$ cat src/rtl/core/gnh_pkg.sv
// ----------------------------------------------------------------------------
// gnh_pkg
// Shared codes and types for the greedy next-hop neighbor table.
// ----------------------------------------------------------------------------
package gnh_pkg;

  localparam logic [2:0] CMD_ADD     = 3'd0;
  localparam logic [2:0] CMD_DELETE  = 3'd1;
  localparam logic [2:0] CMD_GET_POS = 3'd2;
  localparam logic [2:0] CMD_GET_VEL = 3'd3;
  localparam logic [2:0] CMD_IS_NBR  = 3'd4;
  localparam logic [2:0] CMD_NEXTHOP = 3'd5;
  localparam logic [2:0] CMD_PURGE   = 3'd6;
  localparam logic [2:0] CMD_CLEAR   = 3'd7;

  localparam logic [1:0] ST_OK       = 2'd0;
  localparam logic [1:0] ST_NOTFOUND = 2'd1;
  localparam logic [1:0] ST_FULL     = 2'd2;

  localparam logic [31:0] LIFETIME_RESET = 32'd2000;

  // Squared difference of two 24-bit signed values: 25-bit magnitude, 50-bit square.
  typedef logic [49:0] sq_t;
  // Sum of three squares.
  typedef logic [51:0] dist_t;

  typedef struct packed {
    logic        start;
    logic [24:0] a;
  } sq_req_t;

endpackage

$ cat src/rtl/core/gnh_square.sv
// ----------------------------------------------------------------------------
// gnh_square
// Registered squarer for one 25-bit magnitude, the shared arithmetic unit.
// ----------------------------------------------------------------------------
module gnh_square
  import gnh_pkg::*;
(
  input  logic    clk,
  input  sq_req_t req,
  output sq_t     sq
);

  always_ff @(posedge clk) begin
    if (req.start) begin
      sq <= sq_t'(req.a) * sq_t'(req.a);
    end
  end

endmodule

$ cat config.mk
export PLATFORM = sky130hd
export DESIGN_NAME = gnh_square
export DESIGN_NICKNAME = d
export VERILOG_FILES = /design/src/rtl/core/gnh_pkg.sv /design/src/rtl/core/gnh_square.sv
export SDC_FILE = /design/constraint.sdc
export NUM_CORES = 1
export LEC_CHECK = 0
export BUFFER_PORTS_ARGS = -buffer_cell sky130_fd_sc_hd__buf_2
export CAP_MARGIN = 20
export CORE_UTILIZATION = 50
export CTS_CLUSTER_SIZE = 12
export DETAILED_ROUTE_END_ITERATION = 10
export PLACE_DENSITY_LB_ADDON = 0.25
export SKIP_CTS_REPAIR_TIMING = 1
export SYNTH_ARGS = -nofsm -noshare
export SYNTH_HDL_FRONTEND = slang
export SYNTH_SLANG_ARGS = --single-unit
$ cat constraint.sdc
create_clock -name clk -period 7.7 [get_ports clk]
set_clock_uncertainty 0.05 [all_clocks]
set_input_delay 1.54 -clock clk [delete_from_list [all_inputs] [get_ports clk]]
set_output_delay 1.54 -clock clk [all_outputs]
set_load 0.005 [all_outputs]
# == Yosys cells after proc, flatten, opt, wreduce, memory -nomap -nowiden ==
# Cells that the tools add are included.
# classes
n_addsub,0
multipliers,1
n_div,0
n_lt_le_gt_ge,0
eq_ne,0
n_shift,0
mux,0
bitwise,0
reduce_logical,0
# ops
operator,count
$mul A25 B25 Y50,1
# word_totals
regBits,50
latch_bits,0
mem_bits_rw,0
rom_bits,0
inputBits,27
wordCells,2
n_memories,0

# == Logic depth before layout (Yosys ltp) ==
# Gate-level depths: netlist (run 1).
# logic_depth
depth_word,1
ltp_mapped,28
ltp_nobuf,26

# == Worst setup path before layout (run 1) ==
# Ideal clock, no wire load.
# synth_timing
path_kind,input to register
startpoint,input req[3] (netlist name)
endpoint,register sq[44] (data pin)
t_arrival_ns,7.731
required_ns,7.387
path_slack_ns,-0.344
path_stages,28
path_buffers,3
path_cell_list,clkbuf_1 > clkbuf_1 > nand2_1 > fa_1 > inv_1 > fa_1 > inv_1 > fa_1 > inv_1 > fa_1 > inv_1 > fa_1 > inv_1 > fa_1 > inv_1 > fa_1 > inv_1 > ha_1 > buf_2 > a21oi_1 > o21a_1 > o211ai_1 > o21ai_0 > o21ai_0 > a21oi_2 > o21ai_1 > a31oi_1 > xnor2_1
# synth_via
elab_chain_len,1
# synth_lines
element,line,text
from (decl),gnh_square.sv:9,"input sq_req_t req,"
$mul A25 B25 Y50,gnh_square.sv:15,sq <= sq_t'(req.a) * sq_t'(req.a);
to (signal assigned),gnh_square.sv:15,
to (decl),gnh_square.sv:10,output sq_t sq
# No other way between the ends.
# A chain may end at the register's enable or synchronous reset.

# == Worst setup path in the final report (run 1) ==
# layout_timing
startpoint,input req[11] (netlist name)
endpoint,register sq[43] (data pin)
# The elaborated chain is that of the path after synthesis.

==> metrics.txt, run 1 <==
DR iter-0 viols=634; Seq/Total Area, Yosys=7.58%; CTS Sinks=49; via-per-instance ratio=4.97; Finished Core Util=62.4%; dpl hpwl=42.3 mm; Nets=3,037; CTS tree=yes; largest area contributor in the netlist=fa_1; first-pass GRT wire length=77.5 mm; clock slew at reported path FFs=70 ps; top post-synthesis cells by area=fa_1 (48%), inv_1 (13%), ha_1 (12%); Synth Flop Type=edfxtp_1; clk buf depth=2; Die Width=199 um; syn_nets=2,733; RePlAce Congestion=0.915; asr flop ratio synth=0%; Startpoint Class=input pin; multi-input logic area=15,900 um^2; Fin. Hold Viols=0; fin crit period=7620 ps; Mean Syn Cell Area=9.46 um^2; antenna fix cells=0; endpoints failing setup=0; sum of negative setup slack=0 ps; # port buffers=75; layout cells sized above 1=22.3%; first-pass detailed-route iteration total=5; largest net degree at the start of global routing=50; drt wl/cell=16.9 um; Max Freq=0.131 GHz; CP max FO=6; Max Cap Viol=0; CP Data Required Time=7700 ps; CP Capture Type=register; WL final=48.5 mm; Cell variety after synth=53; most frequent cell after synthesis=inv_1; Largest register FFs=49; worst slack at placement=-634 ps; top post-synthesis cells by count=inv_1 (655), fa_1 (466), ha_1 (188); Num CTS Buffers=5; RSZ-0062 raised after global routing=yes; final instance area=23,700 um^2; Die ar.=39,600 um^2; num ports=77; initial antenna violation count=0; core area=37,900 um^2; yosys warns=0; via count=14,200; Die Y=199 um; drc violations=0; number of flops mapped to enable cells by yosys=49; Slew Limit Fails=0; period utilisation layout=99.0%; FILL cells=3,183; share of the synthesized area in the top cell type=48.0%; Site Rows=71; CP Class=in -> reg; Top reg by flops=sq; Area Growth Syn to Fin=21.9%; setup ws final=76.2 ps; min-delay worst type=in -> reg; status=complete, no violations; Post-Synthesis Cells=2,052; Post-Syn Area=19,400 um^2; GRT overflow=0; vias in the first global route=15,600; #FFs+latches synth=49; Initial Util=51.2%; biggest regs=sq x49; crit path DAT=7620 ps; H-tree depth=2; GR Util All Layers=25.3%; Routed Antenna Nets=0; Storage cell area=1470 um^2; Cell Area, Placed=22,300 um^2; CTS root buf=clkbuf_16
final timing paths:
kind	start	to	slack, ps	depth (start not counted)
worst max-delay path	req[11]	sq[43]$_DFFE_PP_	80	26
worst min-delay path	req[25]	sq[40]$_DFFE_PP_	1590	1
cells by family after synthesis:
kind of cell	synth area share, %
buffers and inverters	14.1
adders and majority gates	60.1
and+or+nand+nor	10.5
AOI/OAI and AO/OA	5.06
xor gates and xnor gates	2.53
DFF	7.58
muxes	0.110
other	0.0193
cell type report:
class | instances | area share [%]
flip-flops and latches | 49 | 6.22
well taps | 511 | 2.70
inverters | 655 | 10.4
clock inverters | 3 | 0.111
clock buffers | 5 | 0.529
multi-input cells | 1280 | 67.1
repair buffers | 365 | 13.0
stage by stage:
step / instances / hold slack (ps)
CTS: 2845 / 1770
global placement: 2837 / 1880
global route: 2868 / 1600
floorplan: 2052 / 1590
finish: 2868 / 1590
detailed placement: 2837 / 1880
critical path, stage by stage:
cell       delay, ps
buf_8            110
buf_8            140
buf_8            130
nand2_2           60
fa_1             460
buf_4            150
fa_1             480
fa_1             500
inv_2             40
fa_1             560
fa_1             440
fa_1             500
inv_1             50
fa_1             490
inv_2             50
ha_4             230
a21oi_4          140
buf_6            110
a21oi_2           60
a311oi_4         220
nand3_1          130
o21ai_2          190
o21ai_2          130
a21o_4           270
a2111oi_4        360
nor3_2            80
placed cells by master, fill, tap and decap left out, types with 3 or more instances in the layout:
cell type   instances
inv_1             634
fa_1              446
buf_4             258
ha_1              171
nand2_1           166
and2_1            113
buf_2              54
edfxtp_1           49
nor2_1             36
xnor2_1            35
a21oi_1            32
a21o_1             31
inv_2              20
xor2_1             20
fa_2               20
buf_6              19
and2_4             18
nand3_1            18
ha_4               16
buf_12             16
o21ai_0            14
a21oi_2            13
nand2_2            12
nand4_1            12
buf_8              12
clkbuf_16          10
nor2b_1             8
o21ai_1             8
nor2_2              6
nor3_2              6
a21oi_4             5
o21bai_1            5
and3_1              4
o211ai_1            4
o21ai_2             4
a31oi_1             4
clkinvlp_4          3
nand2_4             3
routing by layer:
metal | global-route usage (%) | vias up | share of wire, %
li1 | - | 6579 | -
met2 | 43.8 | 356 | 51
met5 | 0 | - | 0
met3 | 3.32 | 80 | 5.3
met4 | 6.84 | 0 | 2.8
met1 | 33.3 | 7226 | 41
Power of run 1 is not shown: default switching activity piles up to over one toggle a cycle in this logic, so the estimate is an artifact.
==> inputs of run 2 (changes only) <==
- CORE_MARGIN: unset -> 4
==> metrics.txt, run 2 (same netlist as run 1, synthesis figures left out) <==
DR iter-0 viols=554; clk buf depth=2; metal3 WL=2.12 mm; Num CTS Buffers=5; endpoints failing setup=2; GR Util All Layers=23.7%; Max Cap Viol=0; Slew Limit Fails=0; via-per-instance ratio=4.95; drt wl/cell=17.1 um; Largest register FFs=49; Fin. Hold Viols=0; initial antenna violation count=0; dpl hpwl=42.8 mm; CTS tree=yes; drc violations=0; Top cell by count, worst path=fa_1; antenna fix cells=0; Site Rows=71; Max Freq=0.130 GHz; Highest Signal Layer=met4; RSZ-0062 raised after global routing=yes; most frequent cells in the layout=inv_1 (639), fa_1 (447), buf_4 (253); largest net degree at the start of global routing=50; CTS Sinks=49; Initial Util=51.1%; Crit-path slowest cell=fa_1; failing checks=setup timing; crit path DAT=7710 ps; Storage cell area=1470 um^2; commonest non-fill, non-tap cell in the layout=inv_1; Finished Core Util=61.9%; vias in the first global route=15,500; CTS root buf=clkbuf_16; Die Y=205 um; CP max stage delay=560 ps; biggest regs=sq x49; period utilisation layout=100%; core area=38,000 um^2; Area Growth Syn to Fin=21.2%; num ports=77; Routed Antenna Nets=0; first-pass detailed-route iteration total=5; cells along the critical path=buf_6 > buf_12 > and2_1 > fa_1 > inv_1 > fa_1 > fa_1 > inv_1 > fa_1 > fa_1 > fa_1 > inv_1 > fa_1 > inv_1 > ha_4 > a21oi_4 > a21oi_2 > a311oi_4 > nand3_1 > o21ai_2 > o21ai_4 > a21o_4 > a2111oi_4 > nor3_1; wire length on met2=25.7 mm; Die ar.=42,100 um^2; WL final=48.8 mm; # port buffers=75; fin crit period=7720 ps; first-pass GRT wire length=79.1 mm; met1 WL=20.0 mm; sum of negative setup slack=-20.4 ps; H-tree depth=2; CP Class=in -> reg; setup ws final=-20.2 ps; CP max FO=8; RePlAce Congestion=0.917; Top reg by flops=sq; Startpoint Class=input pin; status=complete, but fails checks; GRT overflow=0; CP Capture Type=register; Die Width=205 um; clock slew at reported path FFs=70 ps; CP Data Required Time=7690 ps; layout cells sized above 1=21.5%; Nets=3,029; min-delay worst type=in -> reg; multi-input logic area=15,900 um^2; via count=14,200; FILL cells=3,196
run 2: routing by layer:
metal	vias to the layer above	track usage [%]
li1	6558	-
met1	7245	32.1
met2	300	42.6
met3	58	2.12
met4	0	4.02
met5	-	0
run 2: layout make-up:
| cell class | instances | share of cell area (%) |
|---|---|---|
| Clock inverter | 2 | 0.144 |
| Sequential cell | 49 | 6.25 |
| Timing Repair Buffer | 357 | 12.5 |
| Clock buffer | 6 | 0.547 |
| Multi-Input combinational cell | 1280 | 67.4 |
| Inverter | 655 | 10.5 |
| Tap cell | 511 | 2.72 |
run 2: final timing paths:
kind | depth (start not counted) | from | to | slack, ps
max | 24 | req[15] | sq[43]$_DFFE_PP_ | -20
min | 1 | req[25] | sq[40]$_DFFE_PP_ | 1540
run 2: critical path: cells and delay by family:
kind | cells | cell delay, ps
AOI/OAI and AO/OA | 7 | 1540
adders and majority gates | 8 | 3730
and+or+nand+nor | 3 | 400
buffers and inverters | 6 | 490
run 2: per-stage QoR:
step / hold slack (ps) / instance area (um^2) / setup slack (ps) / cells
finish: 1540 / 23500 / -20.2 / 2860
global route: 1550 / 23500 / -216 / 2860
CTS: 1770 / 22400 / -349 / 2840
detailed placement: 1890 / 22300 / -626 / 2832
global placement: 1890 / 22300 / -531 / 2832
floorplan: 1590 / 19500 / 0.636 / 2052
Power of run 2 is left out for the same reason.
==> inputs of run 3 (changes only) <==
- PLACE_DENSITY_LB_ADDON: 0.25 -> 0.05
==> metrics.txt, run 3 (same netlist as run 1, synthesis figures left out) <==
fin crit period=7630 ps; dpl hpwl=42.3 mm; setup ws final=66.4 ps; Storage cell area=1470 um^2; vias in the first global route=15,300; Die Width=205 um; clock slew at reported path FFs=80 ps; # port buffers=75; via count=13,900; core area=38,000 um^2; worst slack at placement=-725 ps; drc violations=0; Max Cap Viol=0; Cell Area, Placed=22,300 um^2; via-per-instance ratio=4.87; first-pass GRT wire length=78.5 mm; slew of the pin with the lowest slew margin=662 ps; CTS tree=yes; endpoints failing setup=0; Area Growth Syn to Fin=20.6%; num ports=77; final instance area=23,400 um^2; Num CTS Buffers=5; Largest register FFs=49; FILL cells=3,386; CTS Sinks=49; Routed Antenna Nets=0; Max Freq=0.131 GHz; Hold WS=1780 ps; min-delay worst type=in -> reg; antenna fix cells=0; drt wl/cell=16.7 um; min-delay src=req[0]; GRT overflow=0; sum of negative setup slack=0 ps; Initial Util=51.1%; RSZ-0062 raised after global routing=yes; layout cells sized above 1=21.2%; multi-input logic area=15,800 um^2; H-tree depth=2; CP Capture Type=register; hold path depth=2; Slew Limit Fails=0; clk buf depth=2; RePlAce Congestion=0.882; most frequent cells in the layout=inv_1 (642), fa_1 (450), buf_4 (267); status=complete, no violations; Nets=3,031; biggest regs=sq x49; first-pass detailed-route iteration total=5; Site Rows=71; Slew HR=55.9%; CTS root buf=clkbuf_16; crit path DAT=7640 ps; Die ar.=42,100 um^2; Hold EP=sq[0]$_DFFE_PP_; initial antenna violation count=0; period utilisation layout=99.1%; DR iter-0 viols=563; CP Data Required Time=7700 ps; Top reg by flops=sq; commonest non-fill, non-tap cell in the layout=inv_1; CP max FO=6; Fin. Hold Viols=0; Startpoint Class=input pin; WL final=47.8 mm; Die Y=205 um; GR Util All Layers=23.6%; CP Class=in -> reg; largest net degree at the start of global routing=50
==> run 3: cell count changes in the layout (fill, tap and decap cells not counted), moves of 4 or more <==
cell,change
a21oi_1,-4
and2_4,-4
buf_12,-6
buf_4,+14
buf_6,-6
nand2_1,+5
o21ai_0,-4
==> run 3: final cells by class <==
class                      count  share of cell area (%)
clock buffer                   6                   0.550
clock inverter                 2                   0.144
inverter                     655                    10.5
multi-input combinational   1280                    67.5
sequential                    49                    6.28
tap                          511                    2.73
timing repair buffer         359                    12.2
==> run 3: worst max-delay path by stage <==
stage,start,slack (ps),cells after the start,end
floorplan,req[2],0.6,27,sq[46]$_DFFE_PP_
global placement,req[2],-710,25,sq[31]$_DFFE_PP_
detailed placement,req[2],-720,25,sq[31]$_DFFE_PP_
CTS,req[2],-480,25,sq[31]$_DFFE_PP_
global route,req[15],-200,23,sq[46]$_DFFE_PP_
finish,req[10],70,25,sq[46]$_DFFE_PP_
==> run 3: per-layer routing <==
| layer | track usage [%] | share of wire (%) | up-vias |
|---|---|---|---|
| met5 | 0 | 0 | - |
| met4 | 4.26 | 2.2 | 0 |
| met3 | 2.18 | 3.3 | 54 |
| met2 | 40.9 | 51 | 221 |
| met1 | 33.0 | 44 | 7086 |
| li1 | - | - | 6570 |
==> run 3: per-stage QoR <==
step | cells | utilization (%)
finish | 2862 | 61.6
global route | 2862 | 61.6
detailed placement | 2842 | 58.8
floorplan | 2052 | -
CTS | 2850 | 59.2
global placement | 2842 | 58.8
==> run 3: critical path, stage by stage <==
cell	delay, ps
buf_12	130
buf_12	140
and2_4	150
fa_1	540
inv_2	50
fa_1	550
inv_2	40
fa_1	490
fa_1	460
fa_1	520
fa_1	510
inv_1	50
fa_1	490
inv_2	50
ha_4	210
buf_6	110
a21o_1	160
o21bai_4	170
nor3_2	190
o211ai_1	170
a311oi_2	360
buf_4	210
nor3_4	40
nor3_2	190
xnor2_1	100
Power of run 3 is left out for the same reason.
